File: config.mk
export PLATFORM = sky130hd
export DESIGN_NAME = aes_key_expand
export DESIGN_NICKNAME = d
export VERILOG_FILES = /design/src/aes_pkg.sv /design/src/aes_key_expand.sv
export SDC_FILE = /design/constraint.sdc
export NUM_CORES = 2
export LEC_CHECK = 0
export BUFFER_PORTS_ARGS = -buffer_cell sky130_fd_sc_hd__buf_2
export CAP_MARGIN = 20
export CORE_AREA = 3 3 765 767
export CTS_BUF_LIST = sky130_fd_sc_hd__clkbuf_4 sky130_fd_sc_hd__clkbuf_8 sky130_fd_sc_hd__clkbuf_16
export DETAILED_ROUTE_END_ITERATION = 6
export DIE_AREA = 0 0 768 770
export GPL_ROUTABILITY_DRIVEN = 0
export GPL_TIMING_DRIVEN = 0
export PLACE_DENSITY = 0.31
export SETUP_SLACK_MARGIN = 0.05
export SLEW_MARGIN = 20
export SYNTH_ARGS = -nofsm -noshare
export SYNTH_HDL_FRONTEND = slang
export SYNTH_SLANG_ARGS = --single-unit
export TNS_END_PERCENT = 30
File: constraint.sdc
create_clock -name clk -period 14.2 [get_ports clk]
set_clock_uncertainty 0.2 [all_clocks]
set_input_delay 0.71 -clock clk [delete_from_list [all_inputs] [get_ports clk]]
set_output_delay 0.71 -clock clk [all_outputs]
set_load 0.03 [all_outputs]
File: src/aes_pkg.sv
`default_nettype none

package aes_pkg;

	// Field and port widths
	localparam int HALF_W       = 64;
	localparam int BLOCK_W      = 128;
	localparam int WORD_W       = 32;
	localparam int CFG_INDEX_W  = 4;
	localparam int CFG_DATA_W   = 64;
	localparam int NUM_KEY_REGS = 4;
	localparam int ROUNDS_DEFAULT = 14;

	// Configuration register indexes
	localparam logic [CFG_INDEX_W-1:0] CFG_KEY_WORD_0 = 4'd0;
	localparam logic [CFG_INDEX_W-1:0] CFG_KEY_WORD_1 = 4'd1;
	localparam logic [CFG_INDEX_W-1:0] CFG_KEY_WORD_2 = 4'd2;
	localparam logic [CFG_INDEX_W-1:0] CFG_KEY_WORD_3 = 4'd3;

	// Reduction constant of the field polynomial and the first Rcon byte
	localparam logic [7:0] POLY_RED  = 8'h1b;
	localparam logic [7:0] RCON_INIT = 8'h01;

	typedef struct packed {
		logic [HALF_W-1:0] plain_high;
		logic [HALF_W-1:0] plain_low;
	} plain_item_t;

	typedef struct packed {
		logic [HALF_W-1:0] cipher_high;
		logic [HALF_W-1:0] cipher_low;
	} cipher_item_t;

	// Forward substitution box, entry 0 leftmost.
	localparam logic [0:255][7:0] SBOX = {
		8'h63,8'h7c,8'h77,8'h7b,8'hf2,8'h6b,8'h6f,8'hc5,8'h30,8'h01,8'h67,8'h2b,8'hfe,8'hd7,8'hab,8'h76,
		8'hca,8'h82,8'hc9,8'h7d,8'hfa,8'h59,8'h47,8'hf0,8'had,8'hd4,8'ha2,8'haf,8'h9c,8'ha4,8'h72,8'hc0,
		8'hb7,8'hfd,8'h93,8'h26,8'h36,8'h3f,8'hf7,8'hcc,8'h34,8'ha5,8'he5,8'hf1,8'h71,8'hd8,8'h31,8'h15,
		8'h04,8'hc7,8'h23,8'hc3,8'h18,8'h96,8'h05,8'h9a,8'h07,8'h12,8'h80,8'he2,8'heb,8'h27,8'hb2,8'h75,
		8'h09,8'h83,8'h2c,8'h1a,8'h1b,8'h6e,8'h5a,8'ha0,8'h52,8'h3b,8'hd6,8'hb3,8'h29,8'he3,8'h2f,8'h84,
		8'h53,8'hd1,8'h00,8'hed,8'h20,8'hfc,8'hb1,8'h5b,8'h6a,8'hcb,8'hbe,8'h39,8'h4a,8'h4c,8'h58,8'hcf,
		8'hd0,8'hef,8'haa,8'hfb,8'h43,8'h4d,8'h33,8'h85,8'h45,8'hf9,8'h02,8'h7f,8'h50,8'h3c,8'h9f,8'ha8,
		8'h51,8'ha3,8'h40,8'h8f,8'h92,8'h9d,8'h38,8'hf5,8'hbc,8'hb6,8'hda,8'h21,8'h10,8'hff,8'hf3,8'hd2,
		8'hcd,8'h0c,8'h13,8'hec,8'h5f,8'h97,8'h44,8'h17,8'hc4,8'ha7,8'h7e,8'h3d,8'h64,8'h5d,8'h19,8'h73,
		8'h60,8'h81,8'h4f,8'hdc,8'h22,8'h2a,8'h90,8'h88,8'h46,8'hee,8'hb8,8'h14,8'hde,8'h5e,8'h0b,8'hdb,
		8'he0,8'h32,8'h3a,8'h0a,8'h49,8'h06,8'h24,8'h5c,8'hc2,8'hd3,8'hac,8'h62,8'h91,8'h95,8'he4,8'h79,
		8'he7,8'hc8,8'h37,8'h6d,8'h8d,8'hd5,8'h4e,8'ha9,8'h6c,8'h56,8'hf4,8'hea,8'h65,8'h7a,8'hae,8'h08,
		8'hba,8'h78,8'h25,8'h2e,8'h1c,8'ha6,8'hb4,8'hc6,8'he8,8'hdd,8'h74,8'h1f,8'h4b,8'hbd,8'h8b,8'h8a,
		8'h70,8'h3e,8'hb5,8'h66,8'h48,8'h03,8'hf6,8'h0e,8'h61,8'h35,8'h57,8'hb9,8'h86,8'hc1,8'h1d,8'h9e,
		8'he1,8'hf8,8'h98,8'h11,8'h69,8'hd9,8'h8e,8'h94,8'h9b,8'h1e,8'h87,8'he9,8'hce,8'h55,8'h28,8'hdf,
		8'h8c,8'ha1,8'h89,8'h0d,8'hbf,8'he6,8'h42,8'h68,8'h41,8'h99,8'h2d,8'h0f,8'hb0,8'h54,8'hbb,8'h16
	};

	// Multiplication by x in GF(2^8).
	function automatic logic [7:0] xtime(logic [7:0] a);
		return {a[6:0], 1'b0} ^ (a[7] ? POLY_RED : 8'h00);
	endfunction

	// Substitution of each byte of a 32-bit word.
	function automatic logic [WORD_W-1:0] sub_word(logic [WORD_W-1:0] w);
		return {SBOX[w[31:24]], SBOX[w[23:16]], SBOX[w[15:8]], SBOX[w[7:0]]};
	endfunction

	// One cipher round without the key addition. Byte 0 is most significant,
	// byte (row, col) sits at 4*col+row.
	function automatic logic [BLOCK_W-1:0] enc_round(logic [BLOCK_W-1:0] din, logic mix);
		logic [0:15][7:0] s;
		logic [0:15][7:0] t;
		logic [7:0] a0, a1, a2, a3, all;
		s = din;
		for (int i = 0; i < 16; i++) begin
			t[i] = SBOX[s[i]];
		end
		for (int c = 0; c < 4; c++) begin
			for (int i = 0; i < 4; i++) begin
				s[4*c+i] = t[4*((c+i)&3)+i];
			end
		end
		if (mix) begin
			for (int c = 0; c < 4; c++) begin
				a0  = s[4*c];
				a1  = s[4*c+1];
				a2  = s[4*c+2];
				a3  = s[4*c+3];
				all = a0 ^ a1 ^ a2 ^ a3;
				s[4*c]   = a0 ^ all ^ xtime(a0 ^ a1);
				s[4*c+1] = a1 ^ all ^ xtime(a1 ^ a2);
				s[4*c+2] = a2 ^ all ^ xtime(a2 ^ a3);
				s[4*c+3] = a3 ^ all ^ xtime(a3 ^ a0);
			end
		end
		return s;
	endfunction

endpackage

`default_nettype wire

File: src/aes_key_expand.sv
`default_nettype none

module aes_key_expand #(
	parameter int ROUNDS = aes_pkg::ROUNDS_DEFAULT
) (
	input  wire logic                                  clk,
	input  wire logic                                  arst_n,
	input  wire logic                                  cfg_wr_en,
	input  wire logic [aes_pkg::CFG_INDEX_W-1:0]       cfg_index,
	input  wire logic [aes_pkg::CFG_DATA_W-1:0]        cfg_data,
	output logic                                       busy,
	output logic [ROUNDS:0][aes_pkg::BLOCK_W-1:0]      key_sched
);

	localparam int CNT_W = $clog2(ROUNDS + 1);

	logic [aes_pkg::HALF_W-1:0]  key_q [aes_pkg::NUM_KEY_REGS];
	logic [aes_pkg::BLOCK_W-1:0] rk_q [2:ROUNDS];
	logic [aes_pkg::BLOCK_W-1:0] older_q, newer_q;
	logic [CNT_W-1:0]            cnt_q;
	logic                        busy_q;
	logic [7:0]                  rcon_q;
	logic                        key_hit;

	logic [aes_pkg::BLOCK_W-1:0] older, newer, next_rk;
	logic [aes_pkg::WORD_W-1:0]  t, w0, w1, w2, w3;

	// A write to one of the key registers restarts the expansion.
	always_comb begin
		case (cfg_index)
			aes_pkg::CFG_KEY_WORD_0,
			aes_pkg::CFG_KEY_WORD_1,
			aes_pkg::CFG_KEY_WORD_2,
			aes_pkg::CFG_KEY_WORD_3: key_hit = cfg_wr_en;
			default:                 key_hit = 1'b0;
		endcase
	end

	always_ff @(posedge clk or negedge arst_n) begin
		if (!arst_n) begin
			for (int i = 0; i < aes_pkg::NUM_KEY_REGS; i++) begin
				key_q[i] <= '0;
			end
		end else if (key_hit) begin
			key_q[cfg_index[1:0]] <= cfg_data;
		end
	end

	// The first step works straight from the key registers.
	assign older = (cnt_q == CNT_W'(2)) ? {key_q[0], key_q[1]} : older_q;
	assign newer = (cnt_q == CNT_W'(2)) ? {key_q[2], key_q[3]} : newer_q;

	// Next round key from the two before it: even rounds rotate and add Rcon.
	always_comb begin
		if (!cnt_q[0]) begin
			t = aes_pkg::sub_word({newer[23:0], newer[31:24]}) ^ {rcon_q, 24'h0};
		end else begin
			t = aes_pkg::sub_word(newer[31:0]);
		end
		w0 = older[127:96] ^ t;
		w1 = older[95:64]  ^ w0;
		w2 = older[63:32]  ^ w1;
		w3 = older[31:0]   ^ w2;
		next_rk = {w0, w1, w2, w3};
	end

	// Sequencer: one round key per cycle, starting over after reset or a key write.
	always_ff @(posedge clk or negedge arst_n) begin
		if (!arst_n) begin
			busy_q <= 1'b1;
			cnt_q  <= CNT_W'(2);
			rcon_q <= aes_pkg::RCON_INIT;
		end else if (key_hit) begin
			busy_q <= 1'b1;
			cnt_q  <= CNT_W'(2);
			rcon_q <= aes_pkg::RCON_INIT;
		end else if (busy_q) begin
			if (cnt_q == CNT_W'(ROUNDS)) begin
				busy_q <= 1'b0;
			end
			cnt_q <= cnt_q + CNT_W'(1);
			if (!cnt_q[0]) begin
				rcon_q <= aes_pkg::xtime(rcon_q);
			end
		end
	end

	always_ff @(posedge clk) begin
		if (busy_q && !key_hit) begin
			rk_q[cnt_q] <= next_rk;
			older_q     <= newer;
			newer_q     <= next_rk;
		end
	end

	assign busy = busy_q;
	assign key_sched[0] = {key_q[0], key_q[1]};
	assign key_sched[1] = {key_q[2], key_q[3]};

	for (genvar g = 2; g <= ROUNDS; g++) begin : g_rk
		assign key_sched[g] = rk_q[g];
	end

endmodule

`default_nettype wire

* After elaboration in Yosys (flattened, before gate mapping)
Memory sizes are Yosys's and may differ from the RTL's.
Index checks and enable logic that the tools add are counted.
** Storage, ports and cells
- Output and inout bits :: 1921
- Logic and storage cells :: 71
- RAM bits :: 1664
- Memories :: 5
- Bits in registers :: 525
- ROM bits :: 8192
** Operators by class
- Bitwise logic cells :: 11
- Reductions and logical operators :: 7
- Muxes and demuxes :: 26
- $lt $le $gt $ge :: 6
- Add/sub/neg operators :: 1
- Equal/unequal tests :: 6
** Memories
- (no name shown) :: words 256, bits a word 8, read ports 1, clocked after Yosys merged registers in 0, wr ports 0, RTL line aes_pkg.sv:61 : return {SBOX[w[31:24]], SBOX[w[23:16]], SBOX[w[15:8]], SBOX[w[7:0]]};
- (no name shown) :: words 256, bits a word 8, read ports 1, clocked after Yosys merged registers in 0, wr ports 0, RTL line aes_pkg.sv:61
- (no name shown) :: words 256, bits a word 8, read ports 1, clocked after Yosys merged registers in 0, wr ports 0, RTL line aes_pkg.sv:61
- (no name shown) :: words 256, bits a word 8, read ports 1, clocked after Yosys merged registers in 0, wr ports 0, RTL line aes_pkg.sv:61
- rk_q :: words 13, bits a word 128, read ports 13, clocked after Yosys merged registers in 0, wr ports 1, RTL line aes_key_expand.sv:18 : logic [aes_pkg::BLOCK_W-1:0] rk_q [2:ROUNDS];
** Operators with widths (count)
- $bwmux W256 :: 1
- $mux W128 :: 2
- $xor A32 B32 Y32 :: 5
- $demux W64 S2 :: 1
- $mux W8 :: 11
- $mux W64 :: 1
- $ge A9 B9 Y1 const B :: 4
- $not A8 Y9 :: 4
- $mux W32 :: 1
- $eq A4 B2 Y1 const B :: 3
- $mux W4 :: 2
- $xor A8 B5 Y8 :: 1
- $mux W1 :: 6
- $mux W5 :: 1
- $add A4 B1 Y4 const B :: 1
- $eq A4 B1 Y1 const B :: 1
- $eq A4 B4 Y1 const B :: 1
- $logic_not A4 Y1 :: 1
- $reduce_or A4 Y1 :: 1
- $ge A3 B3 Y1 const B :: 1
- $lt A3 B1 Y1 const B :: 1
- $not A2 Y3 :: 1
- $logic_and A1 B1 Y1 :: 2
- $ne A2 B1 Y1 const B :: 1
- 3 further kinds :: 3

* Logic depth before layout (Yosys ltp)
- Depth in word-level cells :: 12
- Depth in mapped cells :: 30
- Depth with buffers taken out :: 17

* Worst setup path after synthesis
Ideal clock, no wire load.
- Kind :: reg-to-reg
- Start :: register busy_q, in the netlist busy
- End :: memory rk_q[3][0] (netlist name), enable pin
- Setup slack :: -1104 ps
- Stages on the path, launching flop included :: 4
- Data required time :: 13027 ps
- Arrival time :: 14131 ps
- Library setup time :: 973 ps
- Cell sequence :: dfstp_2 -> clkbuf_1 -> nand2_1 -> nor4b_1
** On the way
- Longest elaborated chain between the ends :: 3
** RTL lines
- start, declared :: RTL line aes_key_expand.sv:21 : logic busy_q;
- start signal, assigned :: RTL line aes_key_expand.sv:70 : busy_q <= 1'b1;
- start signal, assigned :: RTL line aes_key_expand.sv:74 : busy_q <= 1'b1;
- start signal, assigned :: RTL line aes_key_expand.sv:79 : busy_q <= 1'b0;
- $logic_and A1 B1 Y1 :: RTL line aes_key_expand.sv:89 : if (busy_q && !key_hit) begin
- $mux W1 :: RTL line aes_key_expand.sv:89
- $mux W1 (not written as such) :: RTL line aes_key_expand.sv:90 : rk_q[cnt_q] <= next_rk;
- end, declared :: RTL line aes_key_expand.sv:18
Every way passes these cells.

* Final worst setup path
- Start :: register cnt_q[0]
- End :: memory rk_q[7][17] (netlist name), data pin
** On the way
- Longest elaborated chain between the ends :: 12
- Elaborated cells on any way between the ends :: 17
- Classes of those cells :: 1 x eq/ne; 7 x mux; 7 x bitwise; 2 x memory
** RTL lines
- start, declared :: RTL line aes_key_expand.sv:20 : logic [CNT_W-1:0] cnt_q;
- start signal, assigned :: RTL line aes_key_expand.sv:81 : cnt_q <= cnt_q + CNT_W'(1);
- $eq A4 B2 Y1 :: RTL line aes_key_expand.sv:50, aes_key_expand.sv:51
- $mux W128 :: RTL line aes_key_expand.sv:51 : assign newer = (cnt_q == CNT_W'(2)) ? {key_q[2], key_q[3]} : newer_q;
- $not A8 Y9 (not written as such) :: RTL line aes_pkg.sv:61
- $mem_v2 Z256 W8
- $mux W8 (2 in a row)
- $xor A32 B32 Y32 :: RTL line aes_key_expand.sv:56 : t = aes_pkg::sub_word({newer[23:0], newer[31:24]}) ^ {rcon_q, 24'h0};
- $mux W32 :: RTL line aes_key_expand.sv:55 : if (!cnt_q[0]) begin
- $xor A32 B32 Y32 :: RTL line aes_key_expand.sv:60 : w0 = older[127:96] ^ t;
- $xor A32 B32 Y32 (*) :: RTL line aes_key_expand.sv:61 : w1 = older[95:64] ^ w0;
- named net w1, one bit :: RTL line aes_key_expand.sv:26 : logic [aes_pkg::WORD_W-1:0] t, w0, w1, w2, w3;
- $xor A32 B32 Y32 (*) :: RTL line aes_key_expand.sv:62 : w2 = older[63:32] ^ w1;
- $xor A32 B32 Y32 (*) :: RTL line aes_key_expand.sv:63 : w3 = older[31:0] ^ w2;
- named net w3, one bit :: RTL line aes_key_expand.sv:26
Mark *: on every way through the listed nets, which the timed path passes. The rest lies on a longest branch. The select of a mux whose other input is x is not followed.

==> flow_metrics.tcl <==
set metrics [dict create \
    slowest_delay_ps 830 \
    cts.sinks 2189 \
    hold_viol_final 0 \
    cts_tree "yes" \
    drive_gt1_share_pct 38.9 \
    cts_buffers 277 \
    port_buffers 1991 \
    cts_setup_buffers 0 \
    path_max_fanout 16 \
    end_kind "flop" \
    violations "design-rule violations" \
    synth-edff-count 1920 \
    synth_cell_types 112 \
    gr-total-overflow 0 \
    max_freq_mhz 71.5 \
    maxSlewViolCount 0 \
    ios 1992 \
    hold_ws_ps 83.4 \
    route.detailed.drc 166 \
    synth_top_cell_by_area "edfxtp_1" \
    min_period_ps 13990 \
    cp_slowest_cell "xnor3_2" \
    routedWlPerCell_um 38.1 \
    num_vias 73399 \
    grt.total_usage_pct 20.5 \
    avgSynthCellArea_um2 15.0 \
    mostFrequentLayoutCell "buf_2" \
    setup-violations-final 0 \
    max_slew_margin_pct 10.5 \
    min_path_type "input port to flop" \
    grt_pass1_wl_um 802000 \
    seq_area_frac_synth_pct 71.2 \
    critPathMostFrequentCell "buf_6" \
    startpoint_type "flop" \
    cap_violations 0 \
    coreArea_um2 578000 \
    synthToLayoutAreaGrowth_pct 39.4 \
    yosys_warnings 0 \
    clk_latency_ps 990 \
    h-tree-depth 5 \
    syn_inst 6050 \
    cp.required_ps 14750 \
    synth_nets 6181 \
    timing.final.crit_share_pct 98.6 \
    layout_common_cells "buf_2 (2118), edfxtp_1 (1920), nand2_1 (532)" \
    arrival_ps 14540 \
    final_net_count 8772 \
    antenna_found_initial 76 \
    row_count 279 \
    start_util_pct 15.7 \
    rsz0062_at_grt "no" \
    grt_pass1_vias 71217 \
    dp_hpwl_um 501000 \
    synthTopCellsByArea "edfxtp_1 (64%), dfrtp_1 (7.4%), mux2_2 (3.6%)" \
    dieArea_um2 591000 \
    clk_pin_slew_ps 60 \
    cts_root_buffer "clkbuf_16" \
    tightest_slew_ps 1330 \
    clk_path_buf_depth 4 \
    die_h_um 770 \
    ys_seq_elements 2189 \
    avgViaCountPerCell 4.40 \
    die_w_um 768 \
    ys_async_sr_fraction_pct 12.3 \
    yosysTopAreaCellShare_pct 63.7 \
    status "finished, violations left" \
    ys.flop_type "edfxtp_1" \
    drt_iter0_markers 11139 \
    netlist_area_um2 90500 \
    grt_max_degree 76 \
    first_pass_iters 7 \
    drtAntennaViolNets 0 \
    wl_um 636000 \
    crit_type "flop to flop" \
    fillCellCount 61819 \
]
kinds of logic (layout without fill, tap and decap cells):
group	after synthesis	count (layout)	share of synthesized area, %
adders and majority gates	60	60	0.830
muxes	491	491	5.89
other	0	83	0
AOI/OAI and AO/OA	1325	1325	10.6
DFF	2189	2189	71.2
and+or+nand+nor	1225	1225	6.36
xor gates and xnor gates	242	242	2.58
buffers and inverters	518	3334	2.60
worst max-delay path, delay by kind of cell, from the launching register on:
family                     cells  cell delay (ps)
buffers and inverters         18             7480
AOI/OAI and AO/OA              5             1980
xor gates and xnor gates       2             1330
muxes                          2              860
and+or+nand+nor                1              620
adders and majority gates      2              590
DFF                            1              540
synthesized netlist by cell type, types with 15 or more instances:
library cell / number
a2111oi_0: 18
nor3_1: 99
xor2_1: 102
mux2_2: 289
buf_1: 38
nand3_1: 103
nor2b_1: 44
clkbuf_1: 227
buf_6: 20
a32oi_1: 22
o221ai_1: 41
buf_2: 123
dfrtp_1: 266
mux2i_1: 196
a21boi_0: 18
a221oi_1: 48
nor2_1: 216
inv_1: 67
xnor2_1: 122
a21o_1: 21
and2_1: 19
nand2_1: 533
or3_1: 19
o2111ai_1: 27
a211o_1: 23
edfxtp_1: 1920
o31ai_1: 41
ha_1: 60
o21ai_0: 209
a22oi_1: 19
a221o_1: 15
o211ai_1: 123
o32ai_1: 20
nand2b_1: 70
and3_1: 22
a211oi_1: 151
a21oi_1: 196
o311ai_0: 26
nor3b_1: 23
o22ai_1: 48
a311oi_1: 27
buf_4: 16
a31oi_1: 54
routing by layer:
metal | wire, um | track usage, %
met5 | 263 | 0.0644
met1 | 234000 | 23.3
met2 | 300000 | 34.2
met4 | 38200 | 9.61
met3 | 64300 | 7.22
worst paths after layout:
check / from / end / slack, ps / cells after the start
max: cnt_q[0]$_DFFE_PN0P_ / rk_q[7][17]$_DFFE_PP_ / 210 / 30
min: cfg_data[4] / key_sched[68]$_DFFE_PN0P_ / 80 / 2
max reg2reg: cnt_q[0]$_DFFE_PN0P_ / rk_q[7][17]$_DFFE_PP_ / 210 / 30
min reg2reg: newer_q[105]$_DFFE_PP_ / older_q[105]$_DFFE_PP_ / 260 / 2
max in group asynchronous: arst_n / key_sched[204]$_DFFE_PN0P_ / 12430 / 4
min in group asynchronous: arst_n / key_sched[185]$_DFFE_PN0P_ / 140 / 2
through the flow:
step,setup TNS [ps],setup WS (ps),util [%],area (um2),std cells
after global placement,-6559380,-7310,19.0,110000,15768
after global routing,0,90.7,21.8,126000,16646
after floorplan,0,3930,-,90500,6050
after detailed placement,-805380,-1930,20.0,116000,16031
final,0,205,21.8,126000,16676
after CTS,-92.5,-42.5,21.8,126000,16594
cell type report:
type                            count  area [um2]  share of cell area [%]
Antenna cell                       83         208                   0.165
Buffer                            428        2080                    1.65
Clock buffer                      348        7530                    5.97
Clock inverter                    156        1780                    1.41
Inverter                           89         345                   0.274
Multi-Input combinational cell   3343       25000                    19.8
Sequential cell                  2189       64400                    51.1
Tap cell                         7727        9670                    7.67
Timing Repair Buffer             2313       15000                    11.9
timing repair:
action                     CTS  global route
hold endpoints to repair   395             0
resized for setup           11             5
setup endpoints to repair  851           148
hold buffers                59             0
cloned                       0             0
flip-flops by register name, indices dropped and copies added, names as in the netlist:
signal and flops:
newer_q 128, rk_q 1664, busy 1, older_q 128, rcon_q 8, cnt_q 4, key_sched 256
Power is not shown: default switching activity piles up to over one toggle a cycle in this logic, so the estimate is an artifact.
